File: src/design/krt_pkg.sv
package krt_pkg;

	localparam int KeyWidth   = 32;
	localparam int ValueWidth = 16;
	localparam int CountWidth = 7;

	typedef enum logic [2:0] {
		OP_ADD    = 3'd0,
		OP_SEARCH = 3'd1,
		OP_UPDATE = 3'd2,
		OP_DELETE = 3'd3,
		OP_LIST   = 3'd4
	} op_t;

	typedef enum logic [1:0] {
		ST_OK       = 2'd0,
		ST_FULL     = 2'd1,
		ST_NOTFOUND = 2'd2,
		ST_EMPTY    = 2'd3
	} status_t;

	// what the datapath loads into the result register
	typedef enum logic [2:0] {
		RES_ADD,
		RES_FULL,
		RES_MISS,
		RES_EMPTY,
		RES_READ,
		RES_UPD,
		RES_DEL
	} res_t;

	typedef enum logic [2:0] {
		S_IDLE,
		S_ADD,
		S_SCAN,
		S_SHIFT,
		S_LIST
	} state_t;

	typedef struct packed {
		logic signed [KeyWidth-1:0] key;
		logic [ValueWidth-1:0]      value;
	} entry_t;

	typedef struct packed {
		logic load;
		logic rd_en;
		logic wr_add;
		logic wr_upd;
		logic wr_shift;
		logic dec;
		logic emit;
		res_t res;
		logic last;
	} cmd_t;

	typedef struct packed {
		logic full;
		logic empty;
		logic rd_more;
		logic vld;
		logic hit;
		logic is_last;
	} stat_t;

endpackage

File: src/design/keyed_record_table.sv
// Keyed table of up to DEPTH (key, value) entries in insertion order, held in a
// single-port-write, single-port-read memory that is walked one entry per clock.
// A word is taken when start is high and busy is low; results then appear on
// strobe, one cycle each, and cannot be held off. Add registers its result from
// the add state. Search and update walk the entries from the first and register
// the result at the first match, or at the end of the walk on a miss; an empty
// table reports the miss at once. Delete gives its result at the same point and
// then stays busy while the later entries move down. List gives one word per
// cycle, count words, or a single empty report on an empty table. Unused op
// codes are taken and dropped with no result. No clearing pass follows reset.
module keyed_record_table import krt_pkg::*; #(
	parameter int DEPTH = 64
) (
	input  logic                       clk,
	input  logic                       arst_n,
	input  logic                       start,
	output logic                       busy,
	input  logic [2:0]                 op,
	input  logic signed [KeyWidth-1:0] key,
	input  logic [ValueWidth-1:0]      value,
	output logic                       strobe,
	output logic [1:0]                 status,
	output logic signed [KeyWidth-1:0] found_key,
	output logic [ValueWidth-1:0]      found_value,
	output logic [CountWidth-1:0]      entry_count,
	output logic                       last
);

	cmd_t  cmd;
	stat_t st;

	krt_ctrl u_ctrl (
		.clk    (clk),
		.arst_n (arst_n),
		.start  (start),
		.op     (op),
		.st     (st),
		.cmd    (cmd),
		.busy   (busy)
	);

	krt_dp #(
		.DEPTH (DEPTH)
	) u_dp (
		.clk         (clk),
		.arst_n      (arst_n),
		.cmd         (cmd),
		.key         (key),
		.value       (value),
		.st          (st),
		.strobe      (strobe),
		.status      (status),
		.found_key   (found_key),
		.found_value (found_value),
		.entry_count (entry_count),
		.last        (last)
	);

endmodule

File: src/design/krt_ctrl.sv
module krt_ctrl import krt_pkg::*; (
	input  logic       clk,
	input  logic       arst_n,
	input  logic       start,
	input  logic [2:0] op,
	input  stat_t      st,
	output cmd_t       cmd,
	output logic       busy
);

	state_t     state_q, state_d;
	logic [2:0] op_q;

	always_ff @(posedge clk or negedge arst_n) begin
		if (!arst_n) begin
			state_q <= S_IDLE;
			op_q    <= OP_ADD;
		end else begin
			state_q <= state_d;
			if (state_q == S_IDLE && start) begin
				op_q <= op;
			end
		end
	end

	always_comb begin
		state_d = state_q;
		case (state_q)
			S_IDLE: begin
				if (start) begin
					case (op)
						OP_ADD:                          state_d = S_ADD;
						OP_SEARCH, OP_UPDATE, OP_DELETE: state_d = S_SCAN;
						OP_LIST:                         state_d = S_LIST;
						default:                         state_d = S_IDLE;
					endcase
				end
			end
			S_ADD: state_d = S_IDLE;
			S_SCAN: begin
				if (st.hit) begin
					state_d = (op_q == OP_DELETE) ? S_SHIFT : S_IDLE;
				end else if (!st.rd_more && !st.vld) begin
					state_d = S_IDLE;
				end
			end
			S_SHIFT, S_LIST: begin
				if (!st.rd_more && !st.vld) begin
					state_d = S_IDLE;
				end
			end
			default: state_d = S_IDLE;
		endcase
	end

	always_comb begin
		cmd  = '0;
		cmd.res = RES_MISS;
		cmd.last = 1'b1;
		busy = (state_q != S_IDLE);
		case (state_q)
			S_IDLE: cmd.load = start;
			S_ADD: begin
				cmd.emit = 1'b1;
				if (st.full) begin
					cmd.res = RES_FULL;
				end else begin
					cmd.res    = RES_ADD;
					cmd.wr_add = 1'b1;
				end
			end
			S_SCAN: begin
				cmd.rd_en = st.rd_more;
				if (st.hit) begin
					cmd.emit = 1'b1;
					case (op_q)
						OP_UPDATE: begin
							cmd.res    = RES_UPD;
							cmd.wr_upd = 1'b1;
						end
						OP_DELETE: cmd.res = RES_DEL;
						default:   cmd.res = RES_READ;
					endcase
				end else if (!st.rd_more && !st.vld) begin
					cmd.emit = 1'b1;
				end
			end
			S_SHIFT: begin
				// move each later entry down one place, drop count at the end
				cmd.rd_en    = st.rd_more;
				cmd.wr_shift = st.vld;
				cmd.dec      = !st.rd_more && !st.vld;
			end
			S_LIST: begin
				cmd.rd_en = st.rd_more;
				if (st.vld) begin
					cmd.emit = 1'b1;
					cmd.res  = RES_READ;
					cmd.last = st.is_last;
				end else if (!st.rd_more && st.empty) begin
					cmd.emit = 1'b1;
					cmd.res  = RES_EMPTY;
				end
			end
			default: cmd = '0;
		endcase
	end

endmodule

File: src/design/krt_dp.sv
module krt_dp import krt_pkg::*; #(
	parameter int DEPTH = 64
) (
	input  logic                         clk,
	input  logic                         arst_n,
	input  cmd_t                         cmd,
	input  logic signed [KeyWidth-1:0]   key,
	input  logic [ValueWidth-1:0]        value,
	output stat_t                        st,
	output logic                         strobe,
	output logic [1:0]                   status,
	output logic signed [KeyWidth-1:0]   found_key,
	output logic [ValueWidth-1:0]        found_value,
	output logic [CountWidth-1:0]        entry_count,
	output logic                         last
);

	localparam int AW = (DEPTH > 1) ? $clog2(DEPTH) : 1;
	localparam int CW = $clog2(DEPTH + 1);

	entry_t mem [DEPTH];

	logic signed [KeyWidth-1:0] key_q;
	logic [ValueWidth-1:0]      value_q;
	logic [CW-1:0]              count_q;
	logic [CW-1:0]              idx_q;

	entry_t        rd_data_s1;
	logic [AW-1:0] rd_idx_s1;
	logic          rd_vld_s1;

	logic          wr_en;
	logic [AW-1:0] wr_addr;
	entry_t        wr_data;

	logic [CW-1:0] count_res;

	assign st.full    = (count_q == CW'(DEPTH));
	assign st.empty   = (count_q == '0);
	assign st.rd_more = (idx_q < count_q);
	assign st.vld     = rd_vld_s1;
	assign st.hit     = rd_vld_s1 && (rd_data_s1.key == key_q);
	assign st.is_last = (CW'(rd_idx_s1) == count_q - CW'(1));

	always_comb begin
		wr_en   = cmd.wr_add || cmd.wr_upd || cmd.wr_shift;
		wr_addr = count_q[AW-1:0];
		wr_data = '{key: key_q, value: value_q};
		if (cmd.wr_upd) begin
			wr_addr = rd_idx_s1;
			wr_data = '{key: rd_data_s1.key, value: value_q};
		end else if (cmd.wr_shift) begin
			wr_addr = AW'(rd_idx_s1 - AW'(1));
			wr_data = rd_data_s1;
		end
	end

	always_ff @(posedge clk) begin
		if (wr_en) begin
			mem[wr_addr] <= wr_data;
		end
		if (cmd.rd_en) begin
			rd_data_s1 <= mem[idx_q[AW-1:0]];
		end
	end

	always_ff @(posedge clk) begin
		rd_idx_s1 <= idx_q[AW-1:0];
		if (cmd.load) begin
			key_q   <= key;
			value_q <= value;
		end
	end

	always_ff @(posedge clk or negedge arst_n) begin
		if (!arst_n) begin
			count_q   <= '0;
			idx_q     <= '0;
			rd_vld_s1 <= 1'b0;
		end else begin
			rd_vld_s1 <= cmd.rd_en;
			if (cmd.load) begin
				idx_q <= '0;
			end else if (cmd.rd_en) begin
				idx_q <= idx_q + CW'(1);
			end
			if (cmd.wr_add) begin
				count_q <= count_q + CW'(1);
			end else if (cmd.dec) begin
				count_q <= count_q - CW'(1);
			end
		end
	end

	always_comb begin
		case (cmd.res)
			RES_ADD: count_res = count_q + CW'(1);
			RES_DEL: count_res = count_q - CW'(1);
			default: count_res = count_q;
		endcase
	end

	always_ff @(posedge clk or negedge arst_n) begin
		if (!arst_n) begin
			strobe <= 1'b0;
		end else begin
			strobe <= cmd.emit;
		end
	end

	always_ff @(posedge clk) begin
		if (cmd.emit) begin
			entry_count <= CountWidth'(count_res);
			last        <= cmd.last;
			case (cmd.res)
				RES_ADD: begin
					status      <= ST_OK;
					found_key   <= key_q;
					found_value <= value_q;
				end
				RES_FULL: begin
					status      <= ST_FULL;
					found_key   <= '0;
					found_value <= '0;
				end
				RES_EMPTY: begin
					status      <= ST_EMPTY;
					found_key   <= '0;
					found_value <= '0;
				end
				RES_READ, RES_DEL: begin
					status      <= ST_OK;
					found_key   <= rd_data_s1.key;
					found_value <= rd_data_s1.value;
				end
				RES_UPD: begin
					status      <= ST_OK;
					found_key   <= rd_data_s1.key;
					found_value <= value_q;
				end
				default: begin
					status      <= ST_NOTFOUND;
					found_key   <= '0;
					found_value <= '0;
				end
			endcase
		end
	end

endmodule

File: config.mk
export PLATFORM = sky130hd
export DESIGN_NAME = keyed_record_table
export DESIGN_NICKNAME = d
export VERILOG_FILES = /design/src/design/krt_pkg.sv /design/src/design/keyed_record_table.sv /design/src/design/krt_ctrl.sv /design/src/design/krt_dp.sv
export SDC_FILE = /design/constraint.sdc
export NUM_CORES = 2
export LEC_CHECK = 0
export ABC_AREA = 1
export BUFFER_PORTS_ARGS = -buffer_cell sky130_fd_sc_hd__buf_2
export CAP_MARGIN = 20
export CORE_MARGIN = 4
export CORE_UTILIZATION = 35
export DETAILED_ROUTE_END_ITERATION = 10
export GPL_TIMING_DRIVEN = 0
export SLEW_MARGIN = 20
export SYNTH_ARGS = -nofsm -noshare
export SYNTH_HDL_FRONTEND = slang
export SYNTH_HIERARCHICAL = 1
export SYNTH_SLANG_ARGS = --single-unit
export TNS_END_PERCENT = 10
File: constraint.sdc
create_clock -name clk -period 6.7 [get_ports clk]
set_input_delay 0 -clock clk [delete_from_list [all_inputs] [get_ports clk]]
set_output_delay 0 -clock clk [all_outputs]
set_load 0.01 [all_outputs]
== Word-level counts from Yosys, hierarchy flattened ==
Memory sizes are Yosys's and may differ from the RTL's. A register that Yosys moved wholly into a read port is not among the register bits.
Index checks and enable logic that the tools add are counted.
Cells by class
  reductions and logical operators: 24
  multiplexer cells: 38
  add/sub/neg operators: 4
  eq/ne operators: 19
  $lt $le $gt $ge: 1
Operators by type and width (count)
  48-bit two-way mux: 2
  32-bit case mux with 2 select lines: 1
  32-bit equality test: 1
  16-bit case mux with 2 select lines: 1
  7-bit two-way mux: 4
  3-bit by 2-bit equality test with 1-bit output, second input constant: 7
  3-bit case mux with 3 select lines: 2
  4-bit case mux with 4 select lines: 1
  3-bit equality test, second input constant: 5
  7-bit by 1-bit adder with 7-bit output, second input constant: 2
  7-bit case mux with 2 select lines: 1
  1-bit two-way mux: 13
  3-bit two-way mux: 4
  6-bit two-way mux: 2
  3-bit by 1-bit equality test with 1-bit output, second input constant: 3
  3-bit logical NOT: 3
  3-bit OR reduction: 3
  4-bit two-way mux: 2
  2-bit OR reduction: 4
  4-bit OR reduction: 2
  6-bit by 7-bit equality test with 1-bit output: 1
  7-bit equality test, second input constant: 1
  7-bit logical NOT: 1
  7-bit < comparator: 1
  other kinds (12): 19
Word-level totals
  output and inout port bits: 60
  bits in registers: 134
  memories kept: 1
  word-level logic and storage cells: 101
  bits of input ports: 54
  memory bits (writable): 3072
Memories
  u_dp.mem: words 64, width 48, read ports 1, clocked after memory_dff 1, write ports 1, line krt_dp.sv:21  | entry_t mem [DEPTH];

== Longest topological paths before layout ==
  depth in word-level cells: 9
  depth in mapped cells: 18
  mapped depth without buffers: 18

== By module ==
Netlist, hierarchy kept.
By module, submodules not included
  krt_dp: cells each 12875, area each 137356.7 µm², seq. area each 97393.4 µm², times used 1
  krt_ctrl: cells each 81, area each 503.0 µm², seq. area each 150.1 µm², times used 1

== Least setup slack after synthesis ==
No wires, ideal clock.
  kind: register to register
  from: reg u_dp.key_q[30]
  to: mem u_dp/mem[27][0] (netlist bit), enable pin
  stages on the path, launching flop included: 16
  data required time: 6.187 ns
  clock period less this slack: 5.998 ns
  data arrival time: 5.486 ns
  library setup time: 0.513 ns
  path buffers: 0
  slack: 0.702 ns
  cell sequence: edfxtp_1 > xnor2_1 > o211ai_1 > nor3_1 > nand3_1 > nor2_1 > nand3_1 > inv_1 > inv_2 > nand2_2 > inv_2 > nand2_1 > o211ai_2 > a21oi_1 > nand2_1 > nor3_1
RTL lines
  start, declared: line krt_dp.sv:23  | logic signed [KeyWidth-1:0] key_q;
  start signal, assigned: line krt_dp.sv:70  | key_q <= key;
  end, declared: line krt_dp.sv:21

==> reports/metrics.yaml <==
yosys:
  synth_seq_cells: 3254
  synthCells: 13000
  synth_nets: 13000
  synth_warnings: 6
  seq_area_frac_synth_pct: 70.8
  synth.avg_cell_area_sq_um: 10.6
  yosysUniqueCellTypes: 41
  netlist_area_sq_mm: 0.138
route:
  first_pass_iters: 9
  ant_nets: 0
  wl_um: 484000
  wl_per_cell_um: 25.0
  drt_iter0_markers: 14300
  num_vias: 99500
  drc: 0
  avgViaCountPerCell: 5.13
power:
  p_leak_nw: 65.7
  peakVddDrop_mv: 0.240
  p_per_area_mw_per_mm2: 365
  power.total_mw: 60.1
floorplanning:
  fp.dieW_um: 636
  dieArea_sq_mm: 0.404
  die_y_um: 636
  row_count: 230
  core_sq_mm: 0.393
  start_util_pct: 35.1
  ios: 114
global_routing:
  grt_max_degree: 55
  grt_pass1_vias: 91300
  grtUsageTotal_pct: 23.1
  antenna_found_initial: 33
  overflow: 0
  grt_pass1_wl_um: 672000
timing:
  slew_viol_final: 0
  finalSetupViolations: 0
  fin_crit_ps: 6240
  worst_pin_slew_ps: 1330
  fmax_mhz: 160
  relSlewSlack_pct: 11.0
  clock_skew_ps: 56.9
  tns_ps: 0
  rsz0062_at_grt: "false"
  hold_ws_ps: 47.7
  period_share_pct: 93.2
  hold_viol: 0
cells_and_area:
  drive_above_1_share_pct: 10.7
  area_growth_pct: 19.5
  finalNetCount: 14000
  n_fill_cell: 36700
setup_path:
  crit_arrival_ps: 6830
  reg2reg_to: "u_dp/mem[27][21]$_DFFE_PP_"
  path_buf_inv: 5
  rr_startpoint: "u_dp/rd_data_s1[46]$_DFFE_PP_"
  path_delay_family: "simple AND/OR/NAND/NOR gates"
  cpPeakStageDelay_ps: 960
  r2r_setup_slack_ps: 460
  worst-path-stages: 16
  endpoint_kind: "flip-flop"
  critical_path_peak_fanout: 9
  cp.required_ps: 7290
  cpMostUsedCell: "buf_4"
  crit_type: "reg2reg"
  startpoint_type: "flip-flop"
  cp-startpoint: "u_dp/rd_data_s1[46]$_DFFE_PP_"
  crit_chain: "xnor2_1 -> o211ai_1 -> nor3_1 -> nand3_1 -> nor2_1 -> nand3_1 -> inv_1 -> inv_2 -> nand2_2 -> o211ai_1 -> a21oi_1 -> nand2_1 -> nor3_2 -> buf_4 -> buf_4 -> buf_4"
  crit_end: "u_dp/mem[27][21]$_DFFE_PP_"
  r2r_cells: 16
  cp_slowest_cell: "nor3_2"
outcome:
  outcome: "completed"
clock_network:
  h-tree-depth: 5
  numCtsBuffers: 329
  cts_sinks: 3254
  clockRootBuffer: "clkbuf_16"
  clockBufferDepth: 4
  clock_latency_ps: 930
  tritoncts: "yes"
  cts-resized-gates: 0
  path_clk_slew_ps: 60
place:
  hpwlAfterDp_um: 354000
  routabilityCongestion: 1.02
  port_buffers: 113
min_path:
  hold_class: "in2reg"
run:
  maxCapViolCount: 0
==> flip-flops by register name (all words and copies together), names as in the netlist, 16 cells and up <==
register / cells
u_dp/mem: 3072
u_dp/found_value: 16
u_dp/found_key: 32
u_dp/key_q: 32
u_dp/value_q: 16
u_dp/rd_data_s1: 48
==> cells in the mapped netlist <==
cell type / instances / area share (%)
a21oi_1: 106 / 0.38
a21oi_2: 1 / 0.0064
a221oi_1: 1 / 0.0064
a22oi_1: 4 / 0.022
and3_1: 4 / 0.018
buf_1: 60 / 0.16
buf_2: 311 / 1.1
buf_4: 63 / 0.34
buf_6: 5 / 0.041
clkbuf_1: 228 / 0.62
clkbuf_2: 1 / 0.0036
clkinv_1: 5 / 0.014
dfrtp_1: 22 / 0.40
dfxtp_1: 6 / 0.087
edfxtp_1: 3226 / 70
ha_1: 11 / 0.10
inv_1: 1569 / 4.3
inv_2: 9 / 0.025
nand2_1: 4270 / 12
nand2_2: 4 / 0.018
nand2_4: 1 / 0.0082
nand3_1: 1408 / 5.1
nand3_2: 3 / 0.022
nand4_1: 3 / 0.014
nor2_1: 964 / 2.6
nor2_2: 3 / 0.014
nor2_4: 2 / 0.016
nor3_1: 24 / 0.087
nor3_2: 1 / 0.0073
o211a_1: 1 / 0.0073
o211ai_1: 22 / 0.12
o211ai_2: 1 / 0.0091
o21a_1: 1 / 0.0054
o21ai_0: 469 / 1.7
o21ai_1: 42 / 0.15
o21ai_2: 1 / 0.0064
o221ai_1: 11 / 0.070
o22ai_1: 34 / 0.15
or2_2: 30 / 0.14
xnor2_1: 9 / 0.057
xor2_1: 20 / 0.13
==> layout by cell type (no fill, tap or decap), types with 42 or more instances in the layout <==
cell type      instances
o21ai_1               42
edfxtp_1            3226
clkinv_1              82
buf_1                 60
nor2_4                50
clkbuf_16            338
nand3_1             1407
buf_2                424
buf_16               159
o21ai_4               48
inv_1               1568
buf_4                161
buf_12               100
nand2_1             4268
clkbuf_1             273
a21oi_1              106
o21ai_0              421
dlygate4sd3_1        109
nor2_1               916
clkinv_2              57
==> worst min-delay path, stage by stage <==
cell           delay (ps)
dlygate4sd3_1         540
buf_2                 130
nand3_2               140
o21ai_1                80
==> routing by layer <==
metal	up-vias	track usage [%]	part of all wire [%]
li1	44500	-	-
met1	48200	31.8	39
met2	5941	34.2	43
met3	862	5.67	13
met4	12	11.0	5.5
met5	-	0	0.070
==> metrics by stage <==
stage	utilization, %	worst slack (ps)	area, sq um	cells
6_report	42.0	458	165000	19400
5_1_grt	42.0	507	165000	19400
4_1_cts	41.9	618	165000	19400
3_5_place_dp	39.1	654	153000	18700
3_3_place_gp	36.9	-7780	145000	18300
2_1_floorplan	-	702	138000	13000
==> report_power, final <==
group          internal (mW)  switching, mW
registers               23.7          0.229
logic                   4.58           13.8
clock network           10.0           7.78
total                   38.4           21.8
==> repair_timing <==
item | in CTS | in global routing
endpoints found under the hold margin | 125 | 0
setup buffers | 0 | 0
hold buffers | 110 | 0
==> worst min-delay path by stage <==
stage                      start                    endpoint  depth (start not counted)
after floorplan           arst_n  u_ctrl/op_q[0]$_DFFE_PN0P_                          0
after global placement    arst_n       u_dp/strobe$_DFF_PN0_                          1
after detailed placement  arst_n       u_dp/strobe$_DFF_PN0_                          1
after CTS                  start  u_ctrl/op_q[2]$_DFFE_PN0P_                          4
after global routing       start  u_ctrl/op_q[2]$_DFFE_PN0P_                          4
final                      start  u_ctrl/op_q[2]$_DFFE_PN0P_                          4
==> cells by family (layout without fill, tap and decap cells) <==
family          after synthesis  count (layout)  synth area share [%]
other cells                   0              19                     0
buf+inv                    2251            3438                  6.61
simple gates               6717            6717                  19.7
flops                      3254            3254                  70.8
fa+ha+maj                    11              11                0.0998
xor+xnor                     29              29                 0.184
compound gates              694             694                  2.65
==> area by class of cell <==
cell class	instances	area (sq um)	area share, %
Tap cell	5220	6530	3.96
Clock inverter	174	1380	0.840
Sequential cell	3254	97500	59.2
Multi-Input combinational cell	7451	32200	19.6
Buffer	668	3190	1.94
Antenna cell	19	47.5	0.0289
Inverter	1583	5940	3.61
Timing Repair Buffer	613	9180	5.57
Clock buffer	400	8710	5.29
No activity file was read; power rests on OpenSTA's default activity.
